<file path="src/rtl/odi_pkg.sv">
// shared types, constants and tables for the odometry integrator
`default_nettype none
package odi_pkg;

    localparam int MAX_BATCH    = 256;
    localparam int CORDIC_STEPS = 16;
    localparam int DIV_W        = 48;
    localparam int DEN_W        = 30;
    localparam int CRD_W        = 34;
    localparam int SUM_W        = 24;
    localparam int CNT_W        = 9;
    localparam int CFG_W        = 15;

    localparam logic [23:0]      ANG_SCALE   = 24'd11199533;
    localparam logic [CRD_W-1:0] CORDIC_GAIN = 34'd652032874;
    localparam logic [DEN_W-1:0] DIST_DEN    = 30'd62500;
    // floor(2^40 / 62500)
    localparam logic [24:0]      DIST_RECIP  = 25'd17592186;

    localparam logic [1:0] CFG_MODE  = 2'd0;
    localparam logic [1:0] CFG_BATCH = 2'd1;
    localparam logic [1:0] CFG_THR   = 2'd2;

    localparam logic [1:0] MODE_EULER = 2'd0;
    localparam logic [1:0] MODE_RK    = 2'd1;
    localparam logic [1:0] MODE_EXACT = 2'd2;

    typedef struct packed {
        logic [SUM_W-1:0] lin_sum;
        logic [SUM_W-1:0] ang_sum;
        logic [SUM_W-1:0] time_sum;
        logic [CNT_W-1:0] count;
    } t_job;

    typedef struct packed {
        logic [31:0] pose_x;
        logic [31:0] pose_y;
        logic [15:0] heading;
        logic [15:0] mean_linear;
        logic [15:0] mean_angular;
    } t_result;

    typedef struct packed {
        logic busy;
        logic load;
    } t_back_stat;

    function automatic logic [31:0] atan_entry(input logic [4:0] idx);
        logic [31:0] r;
        begin
            case (idx)
                5'd0:  r = 32'h20000000;
                5'd1:  r = 32'h12E4051E;
                5'd2:  r = 32'h09FB385B;
                5'd3:  r = 32'h051111D4;
                5'd4:  r = 32'h028B0D43;
                5'd5:  r = 32'h0145D7E1;
                5'd6:  r = 32'h00A2F61E;
                5'd7:  r = 32'h00517C55;
                5'd8:  r = 32'h0028BE53;
                5'd9:  r = 32'h00145F2F;
                5'd10: r = 32'h000A2F98;
                5'd11: r = 32'h000517CC;
                5'd12: r = 32'h00028BE6;
                5'd13: r = 32'h000145F3;
                5'd14: r = 32'h0000A2FA;
                5'd15: r = 32'h0000517D;
                5'd16: r = 32'h000028BE;
                5'd17: r = 32'h0000145F;
                5'd18: r = 32'h00000A30;
                5'd19: r = 32'h00000518;
                5'd20: r = 32'h0000028C;
                5'd21: r = 32'h00000146;
                5'd22: r = 32'h000000A3;
                5'd23: r = 32'h00000051;
                5'd24: r = 32'h00000029;
                5'd25: r = 32'h00000014;
                5'd26: r = 32'h0000000A;
                5'd27: r = 32'h00000005;
                5'd28: r = 32'h00000003;
                5'd29: r = 32'h00000001;
                5'd30: r = 32'h00000001;
                default: r = 32'h00000000;
            endcase
            return r;
        end
    endfunction

endpackage
`default_nettype wire

</file>
<file path="src/rtl/odi_fifo.sv">
// two-entry job queue between front and back
`default_nettype none
module odi_fifo (
    input  wire              i_clk,
    input  wire              i_rst_n,
    input  wire              i_push,
    input  odi_pkg::t_job    i_job,
    output logic             o_full,
    input  wire              i_pop,
    output logic             o_valid,
    output odi_pkg::t_job    o_job
);
    import odi_pkg::*;

    t_job       r_mem [2];
    logic       r_wp, r_rp;
    logic [1:0] r_cnt;
    logic       do_push, do_pop;

    assign o_full  = (r_cnt == 2'd2);
    assign o_valid = (r_cnt != 2'd0);
    assign o_job   = r_mem[r_rp];
    assign do_push = i_push && !o_full;
    assign do_pop  = i_pop && o_valid;

    always_ff @(posedge i_clk) begin
        if (do_push) begin
            r_mem[r_wp] <= i_job;
        end
    end

    always_ff @(posedge i_clk) begin
        if (!i_rst_n) begin
            r_wp  <= 1'b0;
            r_rp  <= 1'b0;
            r_cnt <= 2'd0;
        end else begin
            if (do_push) begin
                r_wp <= ~r_wp;
            end
            if (do_pop) begin
                r_rp <= ~r_rp;
            end
            r_cnt <= r_cnt + {1'b0, do_push} - {1'b0, do_pop};
        end
    end
endmodule
`default_nettype wire

</file>
<file path="config.mk">
export PLATFORM = sky130hd
export DESIGN_NAME = odi_fifo
export DESIGN_NICKNAME = d
export VERILOG_FILES = /design/src/rtl/odi_pkg.sv /design/src/rtl/odi_fifo.sv
export SDC_FILE = /design/constraint.sdc
export NUM_CORES = 1
export LEC_CHECK = 0
export ABC_AREA = 1
export BUFFER_PORTS_ARGS = -buffer_cell sky130_fd_sc_hd__buf_4
export CAP_MARGIN = 20
export CELL_PAD_IN_SITES_DETAIL_PLACEMENT = 0
export CELL_PAD_IN_SITES_GLOBAL_PLACEMENT = 2
export CORE_MARGIN = 2
export CORE_UTILIZATION = 39
export DETAILED_ROUTE_END_ITERATION = 8
export MAX_ROUTING_LAYER = met4
export PLACE_DENSITY_LB_ADDON = 0.1
export SKIP_LAST_GASP = 1
export SLEW_MARGIN = 15
export SYNTH_ARGS = -nofsm -noshare
export SYNTH_HDL_FRONTEND = slang
export SYNTH_SLANG_ARGS = --single-unit
</file>
<file path="constraint.sdc">
create_clock -name i_clk -period 6.34 [get_ports i_clk]
set_input_delay 0.634 -clock i_clk [delete_from_list [all_inputs] [get_ports i_clk]]
set_output_delay 0.634 -clock i_clk [all_outputs]
set_load 0.03 [all_outputs]
</file>
==> run_results.csv <==
group,metric,value,unit
status,status,"finished, final reports clean",
pwr,total_power,3700,µW
clock_network,htreeDepth,4,
timing,finalHoldViolations,0,
clock_network,cts_sinks,167,
timing,tns,0,ps
place,dp.final_hpwl,7640,µm
global_route,grt_pass1_vias,3286,
synth,ys_ff_latch,167,
final_layout,seq_area,4970,µm²
clock_network,cts_max_path_buffers,2,
timing,finalCritPeriodShare,51.5,%
final_layout,multiInputGateArea,1330,µm²
final_layout,fin_nets,557,
synth,synth_cell_types,12,
drt,drtIter0Drc,183,
synth,muxShareOfSynthArea,18.7,%
die,die-area,17700,µm²
drt,firstDrtPassIters,4,
synth,synth_seq_area_share,76.5,%
place,numPlacedInstances,670,
clock_network,cts_tree,"yes",
synth,async_flop_share,0,%
global_route,grt_pass1_wl,18100,µm
synth,synth-compound-area-share,0.154,%
synth,synthSimpleGateAreaFrac,1.21,%
global_route,grt_antenna_before_repair,0,
synth,synth_fa_ha_area_share,0.385,%
critical_path,startpoint_type,"flip-flop",
timing,finalSetupViolations,0,
clock_network,cts_resized,0,
synth,synth_warnings,0,
die,die_h,133,µm
critical_path,critical_path_class,"flip-flop to output port",
timing,drv_slew,0,
die,die_x,133,µm
pwr,p_leak,0.00338,µW
final_layout,layout-drive-gt1-share,59.0,%
die,num_io_pins,168,
die,rows,47,
global_route,grt_start_max_net_pins,55,
synth,synthTopCellsByArea,"edfxtp_1 75%, mux2_4 19%, buf_12 2.5%",
synth,synthTopCellsByCount,"162 x edfxtp_1, 80 x mux2_4, 9 x nand2_1",
synth,synth_edf_count,162,
run,max-cap-violations,0,
clock_network,cts_root_buf,"clkbuf_16",
synth,syn_area,6490,µm²
critical_path,end_kind,"output port",
hold_path,hold_class,"input port to flip-flop",
global_route,overflow,0,
clock_network,cts_setup_buffers,0,
drt,vias_per_cell,4.40,
final_layout,fin_util,52.1,%
drt,vias,3096,
final_layout,n_fill_cell,1375,
clock_network,cts_buffers,17,
pwr,power_density,433,nW/µm²
die,start_util,39.6,%
final_layout,diodes,0,
synth,yosysTopAreaCellShare,74.9,%
clock_network,path_clk_slew,60,ps
pwr,ir_drop,0.236,mV
drt,wl_per_cell,16.9,µm
critical_path,path_max_fanout,54,
clock_network,cts_hold_buf,0,
drt,drt-total-wl,11900,µm
synth,synth_top_family_by_area,"multiplexers",
timing,rsz0062_at_grt,"no",
final_layout,finalNonFillerCells,703,
critical_path,crit_arrival,2630,ps
drt,ant_nets,0,
drt,drc,0,
synth,netlist_instances,289,
synth,syn_area_per_cell,22.5,µm²
critical_path,required,5710,ps
final_layout,area_growth,31.7,%
clock_network,clk_latency,430,ps
place,gp_congestion,0.725,
synth,mappedNetlistNets,376,
synth,synth_xor_area_share,0,%
timing,tightest_slew,1050,ps
die,core_area,16400,µm²
timing,slew_headroom,29.9,%
synth,yosysMostFrequentCell,"edfxtp_1",
timing,fmax,306,MHz
timing,skew,9.25,ps
synth,yosysTopAreaCell,"edfxtp_1",
timing,layout_min_cycle_time,3270,ps
global_route,track_usage,14.5,%
synth,ys.flop_type,"edfxtp_1",
place,io_buffers,167,
==> area by class of cell <==
cell class                 count  area share (%)
multi-input combinational    105            15.6
clock inverter                14            2.42
tap                          220            3.22
timing repair buffer         171            15.3
sequential                   167            58.1
inverter                       8           0.366
clock buffer                  18            5.02
==> metrics by stage <==
stage / hold slack [ps] / area, µm² / worst slack, ps
after detailed placement: 505 / 7890 / 3430
after floorplan: 467 / 6490 / 1740
after CTS: 371 / 8520 / 2970
after global routing: 368 / 8550 / 2900
final: 390 / 8550 / 3070
after global placement: 490 / 7890 / 3450
==> critical path, cell delays in order, from the launching register on <==
cell     delay, ps
dfxtp_4       1030
buf_4          620
mux2_4         360
buf_4          170
==> metal layers <==
metal / vias up / track usage [%] / part of all wire [%]
met5: - / - / 0
met4: 0 / 6.27 / 1.7
met3: 14 / 5.63 / 7.0
met2: 95 / 22.6 / 50
met1: 1506 / 16.6 / 41
li1: 1481 / - / -
==> cells in the final DEF (no fill, tap or decap) <==
| cell | n |
|---|---|
| mux2_2 | 1 |
| clkbuf_16 | 17 |
| buf_4 | 170 |
| clkbuf_1 | 1 |
| nor2_1 | 7 |
| buf_16 | 1 |
| mux2_4 | 80 |
| nor2_4 | 1 |
| clkinv_1 | 1 |
| nand2_1 | 9 |
| nand3_1 | 3 |
| ha_1 | 2 |
| edfxtp_1 | 162 |
| a21oi_1 | 2 |
| bufinv_16 | 5 |
| clkinv_2 | 5 |
| dfxtp_4 | 1 |
| inv_1 | 7 |
| clkinv_4 | 2 |
| clkinvlp_4 | 2 |
| dfxtp_1 | 4 |
==> state kept, by name, indices dropped and copies added (netlist names), named ones only <==
| register | cells |
|---|---|
| r_cnt | 2 |
| r_mem | 162 |
| r_wp | 1 |
| r_rp | 1 |
==> final timing paths <==
kind                                          start                      to  slack, ps  cells past startpoint
worst max-delay path                      flip-flop               o_job[75]       3070                      3
worst min-delay path                      i_job[42]  r_mem[0][42]$_DFFE_PP_        390                      1
worst max register to register  r_cnt[0]$_SDFF_PN0_  r_mem[0][47]$_DFFE_PP_       4050                      6
worst min register to register    r_rp$_SDFFE_PN0P_       r_rp$_SDFFE_PN0P_        520                      2
==> kinds of logic after synthesis <==
logic type	count (synthesis)
buffers and inverters	17
AO/OA/AOI/OAI	2
adder cells (fa/ha/maj)	2
flip-flops	167
multiplexers	81
AND/OR/NAND/NOR	20
==> report_power, final <==
group	switching [µW]	internal (µW)	total [µW]
combinational	598	508	1110
sequential	95.5	1400	1490
clock	408	695	1100
total	1100	2600	3700
Note: power is estimated with default switching activity, not from simulation.
