[src/rtl/odi_pkg.sv]
// shared types, constants and tables for the odometry integrator
`default_nettype none
package odi_pkg;

    localparam int MAX_BATCH    = 256;
    localparam int CORDIC_STEPS = 16;
    localparam int DIV_W        = 48;
    localparam int DEN_W        = 30;
    localparam int CRD_W        = 34;
    localparam int SUM_W        = 24;
    localparam int CNT_W        = 9;
    localparam int CFG_W        = 15;

    localparam logic [23:0]      ANG_SCALE   = 24'd11199533;
    localparam logic [CRD_W-1:0] CORDIC_GAIN = 34'd652032874;
    localparam logic [DEN_W-1:0] DIST_DEN    = 30'd62500;
    // floor(2^40 / 62500)
    localparam logic [24:0]      DIST_RECIP  = 25'd17592186;

    localparam logic [1:0] CFG_MODE  = 2'd0;
    localparam logic [1:0] CFG_BATCH = 2'd1;
    localparam logic [1:0] CFG_THR   = 2'd2;

    localparam logic [1:0] MODE_EULER = 2'd0;
    localparam logic [1:0] MODE_RK    = 2'd1;
    localparam logic [1:0] MODE_EXACT = 2'd2;

    typedef struct packed {
        logic [SUM_W-1:0] lin_sum;
        logic [SUM_W-1:0] ang_sum;
        logic [SUM_W-1:0] time_sum;
        logic [CNT_W-1:0] count;
    } t_job;

    typedef struct packed {
        logic [31:0] pose_x;
        logic [31:0] pose_y;
        logic [15:0] heading;
        logic [15:0] mean_linear;
        logic [15:0] mean_angular;
    } t_result;

    typedef struct packed {
        logic busy;
        logic load;
    } t_back_stat;

    function automatic logic [31:0] atan_entry(input logic [4:0] idx);
        logic [31:0] r;
        begin
            case (idx)
                5'd0:  r = 32'h20000000;
                5'd1:  r = 32'h12E4051E;
                5'd2:  r = 32'h09FB385B;
                5'd3:  r = 32'h051111D4;
                5'd4:  r = 32'h028B0D43;
                5'd5:  r = 32'h0145D7E1;
                5'd6:  r = 32'h00A2F61E;
                5'd7:  r = 32'h00517C55;
                5'd8:  r = 32'h0028BE53;
                5'd9:  r = 32'h00145F2F;
                5'd10: r = 32'h000A2F98;
                5'd11: r = 32'h000517CC;
                5'd12: r = 32'h00028BE6;
                5'd13: r = 32'h000145F3;
                5'd14: r = 32'h0000A2FA;
                5'd15: r = 32'h0000517D;
                5'd16: r = 32'h000028BE;
                5'd17: r = 32'h0000145F;
                5'd18: r = 32'h00000A30;
                5'd19: r = 32'h00000518;
                5'd20: r = 32'h0000028C;
                5'd21: r = 32'h00000146;
                5'd22: r = 32'h000000A3;
                5'd23: r = 32'h00000051;
                5'd24: r = 32'h00000029;
                5'd25: r = 32'h00000014;
                5'd26: r = 32'h0000000A;
                5'd27: r = 32'h00000005;
                5'd28: r = 32'h00000003;
                5'd29: r = 32'h00000001;
                5'd30: r = 32'h00000001;
                default: r = 32'h00000000;
            endcase
            return r;
        end
    endfunction

endpackage
`default_nettype wire

[src/rtl/odi_front.sv]
// sample accumulation and batch framing
`default_nettype none
module odi_front (
    input  wire                             i_clk,
    input  wire                             i_rst_n,
    input  wire                             i_push,
    input  wire signed [15:0]               i_linear_velocity,
    input  wire signed [15:0]               i_angular_velocity,
    input  wire [15:0]                      i_elapsed_us,
    input  wire [odi_pkg::CNT_W-1:0]        i_batch_count,
    input  wire                             i_q_full,
    output logic                            o_q_push,
    output odi_pkg::t_job                   o_job
);
    import odi_pkg::*;

    logic [SUM_W-1:0] r_lin, r_ang, r_time;
    logic [CNT_W-1:0] r_cnt;
    logic [SUM_W-1:0] n_lin, n_ang, n_time;
    logic [CNT_W-1:0] n_cnt, limit;
    logic             take, fire;

    always_comb begin
        if (i_batch_count == '0) begin
            limit = CNT_W'(1);
        end else if (i_batch_count > CNT_W'(MAX_BATCH)) begin
            limit = CNT_W'(MAX_BATCH);
        end else begin
            limit = i_batch_count;
        end
    end

    assign take   = i_push && !i_q_full;
    assign n_lin  = r_lin + SUM_W'(i_linear_velocity);
    assign n_ang  = r_ang + SUM_W'(i_angular_velocity);
    assign n_time = r_time + SUM_W'(i_elapsed_us);
    assign n_cnt  = r_cnt + CNT_W'(1);
    assign fire   = (n_cnt >= limit);

    assign o_q_push       = take && fire;
    assign o_job.lin_sum  = n_lin;
    assign o_job.ang_sum  = n_ang;
    assign o_job.time_sum = n_time;
    assign o_job.count    = n_cnt;

    always_ff @(posedge i_clk) begin
        if (!i_rst_n) begin
            r_lin  <= '0;
            r_ang  <= '0;
            r_time <= '0;
            r_cnt  <= '0;
        end else if (take) begin
            if (fire) begin
                r_lin  <= '0;
                r_ang  <= '0;
                r_time <= '0;
                r_cnt  <= '0;
            end else begin
                r_lin  <= n_lin;
                r_ang  <= n_ang;
                r_time <= n_time;
                r_cnt  <= n_cnt;
            end
        end
    end
endmodule
`default_nettype wire

[config.mk]
export PLATFORM = sky130hd
export DESIGN_NAME = odi_front
export DESIGN_NICKNAME = d
export VERILOG_FILES = /design/src/rtl/odi_pkg.sv /design/src/rtl/odi_front.sv
export SDC_FILE = /design/constraint.sdc
export NUM_CORES = 1
export LEC_CHECK = 0
export BUFFER_PORTS_ARGS = -buffer_cell sky130_fd_sc_hd__buf_2
export CAP_MARGIN = 20
export CORE_MARGIN = 1.5
export CORE_UTILIZATION = 25
export DETAILED_ROUTE_END_ITERATION = 12
export GPL_ROUTABILITY_DRIVEN = 0
export PLACE_DENSITY = 0.48
export SLEW_MARGIN = 25
export SYNTH_ARGS = -nofsm -noshare
export SYNTH_HDL_FRONTEND = slang
export SYNTH_SLANG_ARGS = --single-unit
[constraint.sdc]
create_clock -name i_clk -period 4.5 [get_ports i_clk]
set_input_delay 1.125 -clock i_clk [delete_from_list [all_inputs] [get_ports i_clk]]
set_output_delay 1.125 -clock i_clk [all_outputs]
set_load 0.05 [all_outputs]
==> impl_metrics.ini, run 1 <==
[outcome]
status = finished, final reports clean

[cts]
clock-sinks = 81
insertion_delay_ps = 350
numCtsBuffers = 9
htreeDepth = 3
clk_pin_slew_ps = 60
cts.hold.buffers_added = 0
cts_buffer_depth = 2
tritoncts = built
root_buffer = clkbuf_16

[yosys]
synth.avg_cell_area_um2 = 8.02
synth_warnings = 0
syn_inst = 805
yosysSeqAreaShare_pct = 25.1
ys_seq_elements = 81
synth_area_leader_cell = dfxtp_1
synth_edf_count = 0
ys_top_cells_by_area = dfxtp_1, ha_1, xnor2_1
yosysUniqueCellTypes = 66
synth_top_flop_cell = dfxtp_1
syn_nets = 941
synth_area_um2 = 6450
synth_top_area_share_pct = 25.1
synth-async-reset-ratio_pct = 0

[timing]
max_freq_ghz = 0.222
setup-violations-final = 0
min_period_ps = 4490
tightest_slew_ps = 623
finalHoldViolCount = 0
report.final.slew_viol_count = 0
rsz0062_at_grt = yes
max-slew-margin-rel_pct = 58.4
finClkSkew_ps = 10.6
timing.final.crit_share_pct = 99.9
setup_ws_ps = 5.22

[grt]
grt_start_max_net_pins = 43
grt_pass1_vias = 6615
grt_pass1_wl_um = 33200
grtUsageTotal_pct = 15.6
antenna_found_initial = 0
grt_overflow = 0

[route]
drt-initial-drc-count = 304
drc = 0
via_count = 6688
final_antenna_net_count = 0
routedWlPerCell_um = 15.3
viasPerCell = 4.87
dr.pass1.iters = 4
wl_um = 21000

[cells_and_area]
synthToLayoutAreaGrowth_pct = 45.1
final_common_cell = buf_4
drive_gt1_share_pct = 35.2
final_cell_area_um2 = 9370
antenna_cells = 0
final_nets = 1174
fin_util_pct = 37.1
final_cell_mix = buf_4, buf_2, nand2_1

[setup_path]
crit_path_end_kind = output pin
start_kind = input pin
worstPathMaxFanout = 3
worstRegToRegCells = 14
criticalPathCategory = input pin to output pin
cp.required_ps = 3380
critPathArrivalTime_ps = 3370

[run]
drv_cap = 0

[power_and_ir_drop]
p_leak_uw = 0.00437
p_comb_share_pct = 46.9
ir_drop_mv = 0.151
p_switching_uw = 1300
power_frac_seq_pct = 25.6
switching_share_pct = 41.5
power.total_uw = 3140
p_int_uw = 1830
clkPwrFrac_pct = 27.5
powerDensity_nw_per_um2 = 335

[die]
fp.dieH_um = 164
start_util_pct = 25.6
fp-row-count = 58
die-width_um = 164
core_area_um2 = 25300
die_area_um2 = 26800
io_pins = 143

[placement]
dpl_worst_slack_ps = -273
port_buffers = 142
hpwl_um = 15600
postPlaceCellArea_um2 = 8420

[hold_path]
hold_path.class = register to register
min_delay_path_depth = 2
cell usage after synthesis, types with 11 or more instances:
library cell  number
xor2_1            23
nor2b_1           17
nand2b_1          11
a21boi_0          11
nand2_1           86
a21o_1            24
and3_1            13
nor2_1            56
clkbuf_1          29
xnor2_1           45
a31oi_1           11
o21ai_0           38
nand3_1           42
ha_1              72
inv_1             27
a21oi_1           67
dfxtp_1           81
a22o_1            27
metal layers:
| layer | track usage, % | up-vias | wire length [µm] | share of wire (%) |
|---|---|---|---|---|
| met3 | 2.84 | 15 | 1000 | 4.8 |
| met4 | 3.64 | 0 | 220 | 1.1 |
| met2 | 27.3 | 136 | 10000 | 48 |
| li1 | - | 3384 | - | - |
| met5 | 0 | - | 0 | 0 |
| met1 | 19.7 | 3153 | 9680 | 46 |
kinds of logic after synthesis:
family | Yosys count | share of synthesized area, %
AOI/OAI and AO/OA | 255 | 27.4
xor gates and xnor gates | 68 | 9.23
adders and majority gates | 75 | 14.9
buffers and inverters | 65 | 3.88
DFF | 81 | 25.1
muxes | 1 | 0.174
and+or+nand+nor | 260 | 19.3
final timing paths:
path | from | to | slack [ps]
max | i_elapsed_us[0] | o_job[29] | 5
max reg2reg | r_cnt[0] | r_time[17] | 870
min | r_ang[6] | r_ang[6] | 460
min reg2reg | r_ang[6] | r_ang[6] | 460
sequential cells by signal, indices dropped and copies added (netlist names):
name    count
r_time     24
r_lin      24
r_cnt       9
r_ang      24
final cells by class:
cell class | instances | area, µm²
sequential | 81 | 1620
tap | 330 | 413
timing repair buffer | 259 | 1770
multi-input combinational | 659 | 5120
fill | 2676 | 15900
clock buffer | 9 | 225
inverter | 28 | 105
clock inverter | 6 | 108
metrics by stage:
stage / setup TNS (ps) / cells / hold slack, ps
6_report: 0 / 1372 / 459
5_1_grt: -137 / 1372 / 475
4_1_cts: -29.2 / 1367 / 459
3_5_place_dp: -3770 / 1344 / 450
3_3_place_gp: -3600 / 1344 / 443
2_1_floorplan: -139 / 805 / 436
power by group through the flow:
stage          logic, µW  clock network [µW]  registers, µW
2_1_floorplan        971                   0            801
3_3_place_gp        1370                   0            817
3_5_place_dp        1370                   0            817
4_1_cts             1430                 904            801
5_1_grt             1570                 923            810
6_report            1470                 862            804
timing repair:
item                                    in CTS  in global routing
buffers inserted                             8                  5
gates resized for setup                     63                 63
hold endpoints to repair                     0                  0
pin swaps                                   19                 35
endpoints found under the setup margin      27                 34
worst max-delay path: stages:
cell and delay, ps:
buf_6 80, ha_4 120, inv_2 30, fa_2 350, nor2b_2 130, o31a_1 220, o311ai_4 160, a31oi_4 240
o22ai_4 120, or3_4 430, xnor2_4 190, buf_6 180
Power figures use the tool's default switching activity.
==> run 2, diff against run 1 <==
--- a/config.mk
+++ b/config.mk
@@ -12,6 +12,7 @@
 export DETAILED_ROUTE_END_ITERATION = 12
 export GPL_ROUTABILITY_DRIVEN = 0
 export PLACE_DENSITY = 0.48
+export RECOVER_POWER = 50
 export SLEW_MARGIN = 25
 export SYNTH_ARGS = -nofsm -noshare
 export SYNTH_HDL_FRONTEND = slang
==> run 2 against run 1 <==
Cell count unchanged; combinational power about the same; clock power about the same; die area unchanged; wire length increased by 0.12%; via count decreased by 0.79%; first-iteration DRC count decreased by 9.9%; sequential share of layout area increased by 0.072 points; critical path depth unchanged; register-to-register slack got worse by 380 ps; fmax about the same; critical path type unchanged.
==> impl_metrics.ini, run 2 (synthesis results as in run 1) <==
[cts]
clk_pin_slew_ps = 60
tritoncts = built
clock-sinks = 81
root_buffer = clkbuf_16
cts.hold.buffers_added = 0
htreeDepth = 3
cts_buffer_depth = 2
numCtsBuffers = 9
insertion_delay_ps = 350

[grt]
gr-usage-met3_pct = 2.84
grtUsageTotal_pct = 15.6
grt_busiest_layer = met2
grt_pass1_vias = 6615
grt_overflow = 0
antenna_found_initial = 0
grtUsageMet2_pct = 27.3
grt_start_max_net_pins = 43
grt_pass1_wl_um = 33200
grt_util_met1_pct = 19.7

[power_and_ir_drop]
p_int_uw = 1820
powerDensity_nw_per_um2 = 336
ir_drop_mv = 0.151
power_frac_seq_pct = 25.7
switching_share_pct = 41.7
clkPwrFrac_pct = 27.6
p_comb_share_pct = 46.7
p_leak_uw = 0.00428
p_switching_uw = 1310

[die]
core_area_um2 = 25300
die_area_um2 = 26800
fp.dieH_um = 164
start_util_pct = 25.6
die-width_um = 164
io_pins = 143
fp-row-count = 58

[cells_and_area]
layoutNonFillerInstCount = 1372
final_cell_mix = buf_4, buf_2, nand2_1
fillers = 2689
reg_top3 = r_ang (24), r_lin (24), r_time (24)
drive_gt1_share_pct = 32.6
synthToLayoutAreaGrowth_pct = 44.5
final_common_cell = buf_4
fin_util_pct = 36.9
antenna_cells = 0
final_nets = 1174

[setup_path]
criticalPathCategory = input pin to output pin
crit_path_end_kind = output pin
worstPathMaxFanout = 3
critPathArrivalTime_ps = 3370
cp.required_ps = 3380
start_kind = input pin

[route]
wl_um = 21000
routedWlPerCell_um = 15.3
via_count = 6635
final_antenna_net_count = 0
viasPerCell = 4.84
drc = 0
dr.pass1.iters = 5
drt-initial-drc-count = 274

[timing]
rsz0062_at_grt = yes
fin_tns_setup_ps = 0
finClkSkew_ps = 12.5
min_period_ps = 4490
fin_hold_ws_ps = 458
setup-violations-final = 0
report.final.slew_viol_count = 0
setup_ws_ps = 6.63
max_freq_ghz = 0.223
tightest_slew_ps = 910
finalHoldViolCount = 0
timing.final.crit_share_pct = 99.9
max-slew-margin-rel_pct = 39.4

[placement]
placed_cells = 1344
port_buffers = 142
hpwl_um = 15600
dpl_worst_slack_ps = -273

[outcome]
status = finished, final reports clean

[hold_path]
hold_path.class = register to register

[run]
drv_cap = 0
run 2: cell count changes in the layout (fill, tap and decap cells not counted):
cell / previous run / this run
and2_0: 0 / 3
clkbuf_1: 0 / 27
and2_1: 8 / 5
o21ai_0: 29 / 30
o21ai_1: 14 / 13
buf_2: 112 / 85
buf_4: 125 / 123
clkbuf_2: 0 / 2
run 2: path summary, 6_finish.rpt:
path / end / cells past startpoint / slack, ps / startpoint
setup / recovery: o_job[29] / 12 / 7 / i_elapsed_us[0]
hold reg to reg: r_ang[6] / 2 / 460 / r_ang[6]
setup reg to reg: r_time[19] / 14 / 490 / r_cnt[0]
hold / removal: r_ang[6] / 2 / 460 / r_ang[6]
run 2: power groups by stage:
stage               Combinational (µW)  Sequential [µW]  Clock [µW]
global placement                  1370              817           0
finish                            1460              804         864
global route                      1560              810         923
CTS                               1430              801         904
detailed placement                1370              817           0
floorplan                          971              801           0
run 2: what timing repair did:
item | in CTS | in global routing
resized for setup | 63 | 63
setup buffers | 8 | 5
gates cloned | 0 | 0
setup endpoints to repair | 27 | 34
pin swaps | 19 | 35
run 2: critical path: stages:
cell	delay, ps
buf_6	80
ha_4	120
inv_2	30
fa_2	350
nor2b_2	130
o31a_1	220
o311ai_4	160
a31oi_4	230
o22ai_4	120
or3_4	430
xnor2_4	190
buf_6	180
run 2: final cells by class:
type,instances,area [µm²],share of cell area [%]
clock buffer,9,225,2.41
clock inverter,6,108,1.15
inverter,28,105,1.13
multi-input combinational,659,5120,54.9
sequential,81,1620,17.4
tap,330,413,4.43
timing repair buffer,259,1730,18.6
run 2: layer usage:
metal  vias up  wire length [µm]
met3        14               838
met2       113             10000
li1       3385                 -
met5         -                 0
met1      3123              9910
met4         0               222
run 2: through the flow:
step / total power, µW / instance area (µm²)
floorplan: 1770 / 6600
global placement: 2180 / 8420
detailed placement: 2190 / 8420
CTS: 3140 / 9040
global route: 3300 / 9330
finish: 3130 / 9330
